<file path="config.mk">
export PLATFORM = sky130hd
export DESIGN_NAME = circular_range_overlap_union
export DESIGN_NICKNAME = d
export VERILOG_FILES = /design/src/sv/crou_pkg.sv /design/src/sv/crou_cmp.sv /design/src/sv/crou_resolve.sv /design/src/sv/circular_range_overlap_union.sv
export SDC_FILE = /design/constraint.sdc
export NUM_CORES = 1
export LEC_CHECK = 0
export BUFFER_PORTS_ARGS = -buffer_cell sky130_fd_sc_hd__buf_4
export CORE_MARGIN = 4
export CORE_UTILIZATION = 45
export DETAILED_ROUTE_END_ITERATION = 8
export GPL_ROUTABILITY_DRIVEN = 0
export PLACE_DENSITY = 0.66
export SYNTH_ARGS = -nofsm -noshare
export SYNTH_HDL_FRONTEND = slang
export SYNTH_HIERARCHICAL = 1
export SYNTH_SLANG_ARGS = --single-unit
</file>
<file path="constraint.sdc">
create_clock -name clk -period 3.9 [get_ports clk]
set_input_delay 0.585 -clock clk [delete_from_list [all_inputs] [get_ports clk]]
set_output_delay 0.585 -clock clk [all_outputs]
set_load 0.01 [all_outputs]
</file>
<file path="src/sv/crou_pkg.sv">
// Shared types and constants for the circular range overlap/union block.
// No dependencies; imported by every module of the block.
`default_nettype none

package crou_pkg;

  localparam int ANGLE_BITS = 16;

  typedef logic [ANGLE_BITS-1:0] angle_t;

  // sort key codes
  localparam logic [1:0] KEY_LOWER = 2'd0;
  localparam logic [1:0] KEY_UPPER = 2'd1;
  localparam logic [1:0] KEY_SIZE  = 2'd2;

  localparam logic [1:0] SORT_KEY_RESET = KEY_SIZE;

  typedef struct packed {
    angle_t lo;
    angle_t up;
    logic   empty;
    logic   full;
  } range_t;

  // compare results carried from the compare stage to the resolve stage
  typedef struct packed {
    logic a_empty;
    logic b_empty;
    logic a_full;
    logic b_full;
    logic a_wrap;     // a.lo > a.up
    logic b_wrap;
    logic lo_lt;      // a.lo < b.lo
    logic lo_gt;      // a.lo > b.lo
    logic up_lt;      // a.up < b.up
    logic up_gt;      // a.up > b.up
    logic alo_le_bup; // a.lo <= b.up
    logic blo_le_aup; // b.lo <= a.up
    logic p_inside;
  } crou_flags_t;

  typedef struct packed {
    range_t ov;
    range_t un;
    logic   a_less;
    logic   a_greater;
    logic   a_equal;
    logic   point_inside;
  } crou_result_t;

endpackage

`default_nettype wire

</file>
<file path="src/sv/crou_cmp.sv">
// Compare stage: bound-to-bound compares, wrapped sizes and point test.
// Depends on crou_pkg.
`default_nettype none

module crou_cmp
  import crou_pkg::*;
(
  input  var range_t      a,
  input  var range_t      b,
  input  var angle_t      point,
  output crou_flags_t     flags,
  output angle_t          a_size,
  output angle_t          b_size
);

  logic a_wrap;

  assign a_wrap = a.lo > a.up;

  always_comb begin
    flags.a_empty    = a.empty;
    flags.b_empty    = b.empty;
    flags.a_full     = a.full;
    flags.b_full     = b.full;
    flags.a_wrap     = a_wrap;
    flags.b_wrap     = b.lo > b.up;
    flags.lo_lt      = a.lo < b.lo;
    flags.lo_gt      = b.lo < a.lo;
    flags.up_lt      = a.up < b.up;
    flags.up_gt      = b.up < a.up;
    flags.alo_le_bup = a.lo <= b.up;
    flags.blo_le_aup = b.lo <= a.up;
    if (a.empty) begin
      flags.p_inside = 1'b0;
    end else if (a.full) begin
      flags.p_inside = 1'b1;
    end else if (a_wrap) begin
      flags.p_inside = (point >= a.lo) || (point <= a.up);
    end else begin
      flags.p_inside = (point >= a.lo) && (point <= a.up);
    end
  end

  // modular difference, wraps naturally at ANGLE_BITS
  assign a_size = a.up - a.lo;
  assign b_size = b.up - b.lo;

endmodule

`default_nettype wire

</file>
<file path="src/sv/crou_resolve.sv">
// Resolve stage: picks overlap, union and ordering from the compare flags.
// Depends on crou_pkg.
`default_nettype none

module crou_resolve
  import crou_pkg::*;
(
  input  var crou_flags_t  flags,
  input  var angle_t       a_lo,
  input  var angle_t       a_up,
  input  var angle_t       b_lo,
  input  var angle_t       b_up,
  input  var angle_t       a_size,
  input  var angle_t       b_size,
  input  var logic [1:0]   sort_key,
  output crou_result_t     res
);

  angle_t min_lo, max_lo, min_up, max_up;
  logic   c1, c2, c5, c6, c3, c4;
  range_t r_empty, r_circle, r_a, r_b;
  range_t ov_sel, un_sel;
  logic   ord_less, ord_greater, same_bounds;

  assign min_lo = flags.lo_lt ? a_lo : b_lo;
  assign max_lo = flags.lo_lt ? b_lo : a_lo;
  assign min_up = flags.up_lt ? a_up : b_up;
  assign max_up = flags.up_lt ? b_up : a_up;

  assign c1 = !flags.up_lt;      // b.up <= a.up
  assign c2 = !flags.lo_gt;      // b.lo >= a.lo
  assign c5 = !flags.up_gt;      // a.up <= b.up
  assign c6 = !flags.lo_lt;      // a.lo >= b.lo
  assign c3 = flags.alo_le_bup;
  assign c4 = flags.blo_le_aup;

  assign r_empty  = '{lo: '0, up: '0, empty: 1'b1, full: 1'b0};
  assign r_circle = '{lo: '0, up: '0, empty: 1'b0, full: 1'b1};
  assign r_a      = '{lo: a_lo, up: a_up, empty: 1'b0, full: flags.a_full};
  assign r_b      = '{lo: b_lo, up: b_up, empty: 1'b0, full: flags.b_full};

  // overlap
  always_comb begin
    ov_sel = r_empty;
    if (flags.a_empty || flags.b_empty) begin
      ov_sel = r_empty;
    end else if (flags.a_full) begin
      ov_sel = r_b;
    end else if (flags.b_full) begin
      ov_sel = r_a;
    end else if (flags.a_wrap) begin
      if (flags.b_wrap) begin
        ov_sel = '{lo: max_lo, up: min_up, empty: 1'b0, full: 1'b0};
      end else if (c1 || c2) begin
        ov_sel = r_b;
      end else if (c3) begin
        ov_sel = '{lo: a_lo, up: b_up, empty: 1'b0, full: 1'b0};
      end else if (c4) begin
        ov_sel = '{lo: b_lo, up: a_up, empty: 1'b0, full: 1'b0};
      end
    end else if (flags.b_wrap) begin
      if (c5 || c6) begin
        ov_sel = r_a;
      end else if (c3) begin
        ov_sel = '{lo: a_lo, up: b_up, empty: 1'b0, full: 1'b0};
      end else if (c4) begin
        ov_sel = '{lo: b_lo, up: a_up, empty: 1'b0, full: 1'b0};
      end
    end else if (c3 && c4) begin
      ov_sel = '{lo: max_lo, up: min_up, empty: 1'b0, full: 1'b0};
    end
  end

  // union
  always_comb begin
    un_sel = r_empty;
    if (flags.a_empty || flags.b_empty) begin
      un_sel = r_empty;
    end else if (flags.a_full) begin
      un_sel = r_a;
    end else if (flags.b_full) begin
      un_sel = r_b;
    end else if (flags.a_wrap) begin
      if (flags.b_wrap) begin
        if (c3 || c4) begin
          un_sel = r_circle;
        end else begin
          un_sel = '{lo: min_lo, up: max_up, empty: 1'b0, full: 1'b0};
        end
      end else if (c1 || c2) begin
        un_sel = r_a;
      end else if (c3 && c4) begin
        un_sel = r_circle;
      end else if (c3) begin
        un_sel = '{lo: b_lo, up: a_up, empty: 1'b0, full: 1'b0};
      end else if (c4) begin
        un_sel = '{lo: a_lo, up: b_up, empty: 1'b0, full: 1'b0};
      end
    end else if (flags.b_wrap) begin
      if (c5 || c6) begin
        un_sel = r_b;
      end else if (c3 && c4) begin
        un_sel = r_circle;
      end else if (c3) begin
        un_sel = '{lo: b_lo, up: a_up, empty: 1'b0, full: 1'b0};
      end else if (c4) begin
        un_sel = '{lo: a_lo, up: b_up, empty: 1'b0, full: 1'b0};
      end
    end else if (c3 && c4) begin
      un_sel = '{lo: min_lo, up: max_up, empty: 1'b0, full: 1'b0};
    end
  end

  // ordering
  always_comb begin
    ord_less    = 1'b0;
    ord_greater = 1'b0;
    if (!flags.a_empty && !flags.b_empty) begin
      unique case (sort_key)
        KEY_LOWER: begin
          ord_less    = flags.lo_lt;
          ord_greater = flags.lo_gt;
        end
        KEY_UPPER: begin
          ord_less    = flags.up_lt;
          ord_greater = flags.up_gt;
        end
        KEY_SIZE: begin
          if (flags.a_full || flags.b_full) begin
            // full circle orders after any partial range
            ord_less    = flags.b_full && !flags.a_full;
            ord_greater = flags.a_full && !flags.b_full;
          end else begin
            ord_less    = a_size < b_size;
            ord_greater = b_size < a_size;
          end
        end
        default: begin
          ord_less    = 1'b0;
          ord_greater = 1'b0;
        end
      endcase
    end
  end

  always_comb begin
    if (!flags.a_empty && !flags.b_empty) begin
      same_bounds = !flags.lo_lt && !flags.lo_gt && !flags.up_lt && !flags.up_gt;
    end else begin
      same_bounds = flags.a_empty && flags.b_empty;
    end
  end

  assign res = '{ov: ov_sel, un: un_sel, a_less: ord_less, a_greater: ord_greater,
                 a_equal: same_bounds, point_inside: flags.p_inside};

endmodule

`default_nettype wire

</file>
<file path="src/sv/circular_range_overlap_union.sv">
// Top level: circular range overlap, union, ordering and point test.
// Depends on crou_pkg, crou_cmp and crou_resolve.
//
//   port group   dir   handshake               payload
//   input        in    in_valid / in_ready     a_*, b_*, point
//   result       out   out_valid / out_ready   ov_*, un_*, a_less .. point_inside
//   sort key     in    cfg_wr_en               cfg_wr_data
//
// One request per cycle sustained while out_ready stays high; a request passes
// through the input register, compare register and output register in turn.
// rst clears the stage valid bits and sets the sort key to wrapped size.
// Each stage holds while the one after it is full and stalled; in_ready
// stays high whenever some stage can advance.
`default_nettype none

module circular_range_overlap_union
  import crou_pkg::*;
(
  input  var logic       clk,
  input  var logic       rst,

  input  var logic       cfg_wr_en,
  input  var logic [1:0] cfg_wr_data,

  input  var logic       in_valid,
  output logic           in_ready,
  input  var angle_t     a_lower,
  input  var angle_t     a_upper,
  input  var logic       a_empty,
  input  var logic       a_full,
  input  var angle_t     b_lower,
  input  var angle_t     b_upper,
  input  var logic       b_empty,
  input  var logic       b_full,
  input  var angle_t     point,

  output logic           out_valid,
  input  var logic       out_ready,
  output angle_t         ov_lower,
  output angle_t         ov_upper,
  output logic           ov_empty,
  output logic           ov_full,
  output angle_t         un_lower,
  output angle_t         un_upper,
  output logic           un_empty,
  output logic           un_full,
  output logic           a_less,
  output logic           a_greater,
  output logic           a_equal,
  output logic           point_inside
);

  logic [1:0]   sort_key;

  // stage 1: captured request
  logic         v1;
  range_t       s1_a, s1_b;
  angle_t       s1_point;

  // stage 2: compare results
  logic         v2;
  crou_flags_t  s2_flags;
  angle_t       s2_a_lo, s2_a_up, s2_b_lo, s2_b_up;
  angle_t       s2_a_size, s2_b_size;

  // stage 3: output register
  logic         v3;
  crou_result_t s3_res;

  crou_flags_t  cmp_flags;
  angle_t       cmp_a_size, cmp_b_size;
  crou_result_t res_next;

  logic         adv1, adv2, adv3;

  assign adv3     = !v3 || out_ready;
  assign adv2     = !v2 || adv3;
  assign adv1     = !v1 || adv2;
  assign in_ready = adv1;

  always_ff @(posedge clk) begin
    if (rst) begin
      sort_key <= SORT_KEY_RESET;
    end else if (cfg_wr_en) begin
      sort_key <= cfg_wr_data;
    end
  end

  always_ff @(posedge clk) begin
    if (rst) begin
      v1 <= 1'b0;
      v2 <= 1'b0;
      v3 <= 1'b0;
    end else begin
      if (adv1) v1 <= in_valid;
      if (adv2) v2 <= v1;
      if (adv3) v3 <= v2;
    end
  end

  always_ff @(posedge clk) begin
    if (adv1 && in_valid) begin
      s1_a     <= '{lo: a_lower, up: a_upper, empty: a_empty, full: a_full};
      s1_b     <= '{lo: b_lower, up: b_upper, empty: b_empty, full: b_full};
      s1_point <= point;
    end
    if (adv2 && v1) begin
      s2_flags  <= cmp_flags;
      s2_a_lo   <= s1_a.lo;
      s2_a_up   <= s1_a.up;
      s2_b_lo   <= s1_b.lo;
      s2_b_up   <= s1_b.up;
      s2_a_size <= cmp_a_size;
      s2_b_size <= cmp_b_size;
    end
    if (adv3 && v2) begin
      s3_res <= res_next;
    end
  end

  crou_cmp u_cmp (
    .a      (s1_a),
    .b      (s1_b),
    .point  (s1_point),
    .flags  (cmp_flags),
    .a_size (cmp_a_size),
    .b_size (cmp_b_size)
  );

  crou_resolve u_resolve (
    .flags    (s2_flags),
    .a_lo     (s2_a_lo),
    .a_up     (s2_a_up),
    .b_lo     (s2_b_lo),
    .b_up     (s2_b_up),
    .a_size   (s2_a_size),
    .b_size   (s2_b_size),
    .sort_key (sort_key),
    .res      (res_next)
  );

  assign out_valid    = v3;
  assign ov_lower     = s3_res.ov.lo;
  assign ov_upper     = s3_res.ov.up;
  assign ov_empty     = s3_res.ov.empty;
  assign ov_full      = s3_res.ov.full;
  assign un_lower     = s3_res.un.lo;
  assign un_upper     = s3_res.un.up;
  assign un_empty     = s3_res.un.empty;
  assign un_full      = s3_res.un.full;
  assign a_less       = s3_res.a_less;
  assign a_greater    = s3_res.a_greater;
  assign a_equal      = s3_res.a_equal;
  assign point_inside = s3_res.point_inside;

  // a full overlap needs both operands full, so the union is full too
  assert property (@(posedge clk) disable iff (rst)
    out_valid && ov_full |-> un_full && !un_empty)
    else $error("full overlap without full union");

  assert property (@(posedge clk) disable iff (rst)
    out_valid |-> !(a_less && a_greater))
    else $error("ordering reports both less and greater");

  // a stalled middle stage keeps its request
  assert property (@(posedge clk) disable iff (rst)
    v2 && !adv3 |=> v2 && $stable(s2_flags))
    else $error("compare stage dropped a stalled request");

endmodule

`default_nettype wire
</file>
Word-level counts from Yosys, hierarchy flattened. Cells that the tools add are included.

Register bits after elaboration: 270. Bits of input ports: 91. Output and inout port bits: 74.

Add/subtract/negate cells: 2. Magnitude comparators: 12. Eq/ne operators: 2. Muxes and demuxes: 33. Reductions and logical operators: 33.

Operator list (number): two-way mux 34 bit (22); < comparator 16 bit (6); two-way mux 16 bit (4); less-or-equal comparator 16 bit (3); > comparator 16 bit (2); subtractor 16 bit (2); >= comparator 16 bit (1); logical AND 1 bit (12); zero test 1 bit (11); logical OR 1 bit (9); case mux 1 bit (3 select lines) (2); two-way mux 1 bit (5); equality test 2 x 1 -> 1 bit, second input constant (1); equality test 2 bit, second input constant (1); zero test 2 bit (1).

Longest topological paths before layout.
Word-level depth: 8. Depth in mapped cells: 10. Mapped depth without buffers: 10.

By module. Netlist, hierarchy kept.

By module, submodules not included: circular_range_overlap_union (times used 1, cells each 286, area each 8160.3 µm², seq. area each 8057.7 µm²); crou_resolve (times used 1, cells each 825, area each 5596.6 µm², seq. area each 0.0 µm²); crou_cmp (times used 1, cells each 521, area each 3853.7 µm², seq. area each 0.0 µm²).

Worst setup path after synthesis. Ideal clock, no wire load.

Path type: input-to-reg. From: input port out_ready. To: register s2_a_lo[0], enable pin. Library setup time: 480 ps. Arrival: 3216 ps. Setup slack: 204 ps. Stages: 2. Path buffers: 0. Cell sequence: nand3b_1 and2_1.

Cells in the longest elaborated chain, start to end: 3.

Ends and longest elaborated chain: start, declared (line circular_range_overlap_union.sv:38) `input var logic out_ready,`; logical OR 1 bit (line circular_range_overlap_union.sv:76) `assign adv3 = !v3 || out_ready;`; logical OR 1 bit (line circular_range_overlap_union.sv:77) `assign adv2 = !v2 || adv3;`; logical AND 1 bit (line circular_range_overlap_union.sv:107) `if (adv2 && v1) begin`; end signal, assigned (line circular_range_overlap_union.sv:109) `s2_a_lo <= s1_a.lo;`; end, declared (line circular_range_overlap_union.sv:63) `angle_t s2_a_lo, s2_a_up, s2_b_lo, s2_b_up;`.

Every way passes these cells. A chain may end at the register's enable or synchronous reset.

Final worst setup path.
From: register s2_flags[8] in the netlist's numbering. To: register s3_res, in the netlist ov_lower[5], data pin.

Cells in the longest elaborated chain, start to end: 3.

Ends and longest elaborated chain: start, declared (line circular_range_overlap_union.sv:62) `crou_flags_t s2_flags;`; start signal, assigned (line circular_range_overlap_union.sv:108) `s2_flags <= cmp_flags;`; two-way mux 34 bit (line crou_resolve.sv:51) `end else if (flags.a_wrap) begin`; two-way mux 34 bit (line crou_resolve.sv:49) `end else if (flags.b_full) begin`; two-way mux 34 bit (line crou_resolve.sv:47) `end else if (flags.a_full) begin`; end signal, assigned (line circular_range_overlap_union.sv:117) `s3_res <= res_next;`; end, declared (line circular_range_overlap_union.sv:68) `crou_result_t s3_res;`.

Every way passes these cells.

==> impl_metrics.csv <==
group,metric,value,unit
status,status,"complete, no violations",
critical_path,crit_path_start_kind,"register",
floorplan,die-height,206,um
drt,wl,53400,um
cells_and_area,utilization,51.3,%
grt,grt-ovfl-total,0,
critical_path,rr_startpoint,"s2_flags[8]",
cells_and_area,multiInputGateArea,0.00834,mm^2
cells_and_area,diodes,0,
grt,grt_pass1_wl,80200,um
worst_hold_path,hold_path_class,"input pin to register",
cts,root_buffer,"clkbuf_16",
floorplan,dieArea,0.0424,mm^2
worst_hold_path,hold_start,"a_lower[8]",
critical_path,worstPathRequired,4200,ps
cts,cts_hold_buf,0,
cts,cts.sinks,270,
cts,path_clk_slew,60,ps
timing,setup_viol,0,
placed_design,dp_hpwl,38300,um
floorplan,core-area,0.0386,mm^2
job,drv_cap,0,
timing,drv_slew,0,
floorplan,rows,72,
critical_path,cp-end-kind,"register",
synthesis,synth_most_common_cell,"edfxtp_1",
critical_path,path_delay_family,"simple AND/OR/NAND/NOR gates",
cts,post_cts_buffers,0,
cts,htree_levels,1,
timing,max_freq,334,MHz
critical_path,critPathMaxFanout,31,
critical_path,cp-startpoint,"s2_flags[8]",
grt,track_usage,24.3,%
cells_and_area,drive_gt1_share,16.8,%
synthesis,synth_ff_type,"edfxtp_1",
synthesis,ys_seq_elements,270,
grt,antenna_found_initial,0,
grt,grt_pass1_vias,13300,
synthesis,ys_top_cells_by_area,"edfxtp_1 45%, ha_1 10%, a221oi_1 4.6%",
pwr,power_density,379,mW/mm^2
drt,drc,0,
grt,grt_max_degree,73,
cts,clkLatencyLatePin,570,ps
cells_and_area,n_fill_cell,3357,
timing,grt_setup_unrepaired,"no",
timing,hold_violations,0,
synthesis,yosysTopAreaCellShare,45.2,%
timing,setup_tns,0,ps
synthesis,synth_area,0.0176,mm^2
synthesis,synthArstFlopShare,0,%
drt,ant_nets,0,
pwr,power_leakage,7.88,nW
placed_design,io_buffers,164,
pwr,ir_worst_vdd,372,uV
synthesis,synthCells,1632,
synthesis,seq_area_frac_synth,45.8,%
synthesis,synth_fp_nets,1869,
critical_path,worstPathCellList,"or3_1 > a221o_1 > nand2_1 > a211oi_1",
synthesis,syn_area_per_cell,10.8,um^2
critical_path,critPathMaxStageDelay,1070,ps
timing,fin_crit,2990,ps
synthesis,synth-edff-count,265,
floorplan,pin_count,165,
timing,fin_skew,16.3,ps
cts,numCtsBuffers,29,
synthesis,synthDistinctLibCells,81,
drt,vias,14300,
critical_path,critPathKind,"register to register",
drt,dr.pass1.iters,5,
timing,slew_headroom,15.9,%
floorplan,dieWidth,206,um
cts,cts_tree,"done",
critical_path,crit_path_top_delay_cell,"or3_1",
synthesis,yosys_warnings,6,
synthesis,synth_common_cells,"265 x edfxtp_1, 144 x ha_1, 135 x a21oi_1",
cts,ctsResizeCount,0,
critical_path,arrival,3300,ps
drt,routedWlPerCell,24.0,um
timing,worstMarginPinSlew,1260,ps
drt,drt_iter0_markers,1914,
floorplan,start_util,45.6,%
synthesis,yosys.area.top_type,"edfxtp_1",
cts,cts_buffer_depth,3,
cells_and_area,seqCellArea,0.00806,mm^2
drt,via_per_inst,6.40,
cells_and_area,layout.nets,1926,
critical_path,path_buf_inv,0,
timing,period_share,76.7,%
cells_and_area,area_growth,12.6,%
-- sequential cells by signal, summed over array words and instances (netlist names), 16 cells and up --
name / cells
ov_lower: 16
ov_upper: 16
s1_a: 34
s1_b: 34
s1_point: 16
s2_a_lo: 16
s2_a_size: 16
s2_a_up: 16
s2_b_lo: 16
s2_b_size: 16
s2_b_up: 16
un_lower: 16
un_upper: 16
-- through the flow --
step	cell area (um^2)	hold WS (ps)	setup slack, ps	cells	power (W)
2_1_floorplan	17600	440	204	1632	0.00441
3_3_place_gp	18900	407	992	2176	0.00479
3_5_place_dp	18900	439	928	2176	0.00482
4_1_cts	19800	152	914	2230	0.00755
5_1_grt	19800	160	720	2230	0.00784
6_report	19800	184	907	2230	0.00751
-- area by class of cell --
cell class / count / area share [%]
Tap cell: 518 / 3.27
Clock buffer: 32 / 3.72
Clock inverter: 22 / 1.02
Multi-Input combinational cell: 1091 / 42.0
Inverter: 104 / 1.98
Timing Repair Buffer: 193 / 7.37
Sequential cell: 270 / 40.6
-- worst paths after layout --
kind	to	slack, ps	cells past startpoint
worst max-delay path	ov_lower[5]	910	4
worst min-delay path	s1_a[26]	180	1
worst min register to register	s2_flags[11]	450	0
worst max register to register	ov_lower[5]	910	4
-- power breakdown --
part | leakage, nW | internal (W) | switching [W]
clock | 0.450 | 0.00156 | 0.00115
combinational | 4.85 | 0.000505 | 0.000726
sequential | 2.59 | 0.00337 | 0.000199
total | 7.88 | 0.00544 | 0.00207
-- cell usage in the layout (no fill, tap or decap), types with 22 or more instances in the layout --
cell	instances
inv_1	101
a211oi_1	26
edfxtp_1	265
a21oi_1	135
o21ai_1	24
mux2i_1	50
nand2_1	88
clkbuf_16	29
buf_4	192
ha_1	144
a221oi_1	93
o221ai_1	32
nor2_1	78
o22ai_1	22
o21ai_0	58
a211o_1	33
-- cells by family (layout without fill, tap and decap cells) --
family,count (synthesis),count (layout),share of synthesized area [%]
AO/OA/AOI/OAI,577,577,24.2
XOR/XNOR,16,16,0.796
adder cells (fa/ha/maj),146,146,10.5
buffers and inverters,271,351,7.00
flip-flops,270,270,45.8
multiplexers,50,50,2.84
AND/OR/NAND/NOR,302,302,8.90
-- routing by layer --
layer	wire length (um)	GRT usage, %	up-vias
met5	0	0	-
met4	1550	7.03	0
li1	-	-	6481
met3	4460	3.12	83
met2	25200	39.6	768
met1	22300	34.2	6942
-- worst register-to-register path, stage by stage (launching register included) --
cell and delay, ps:
edfxtp_1 820, or3_1 1080, a221o_1 260, nand2_1 60, a211oi_1 510
Power figures use the tool's default switching activity.
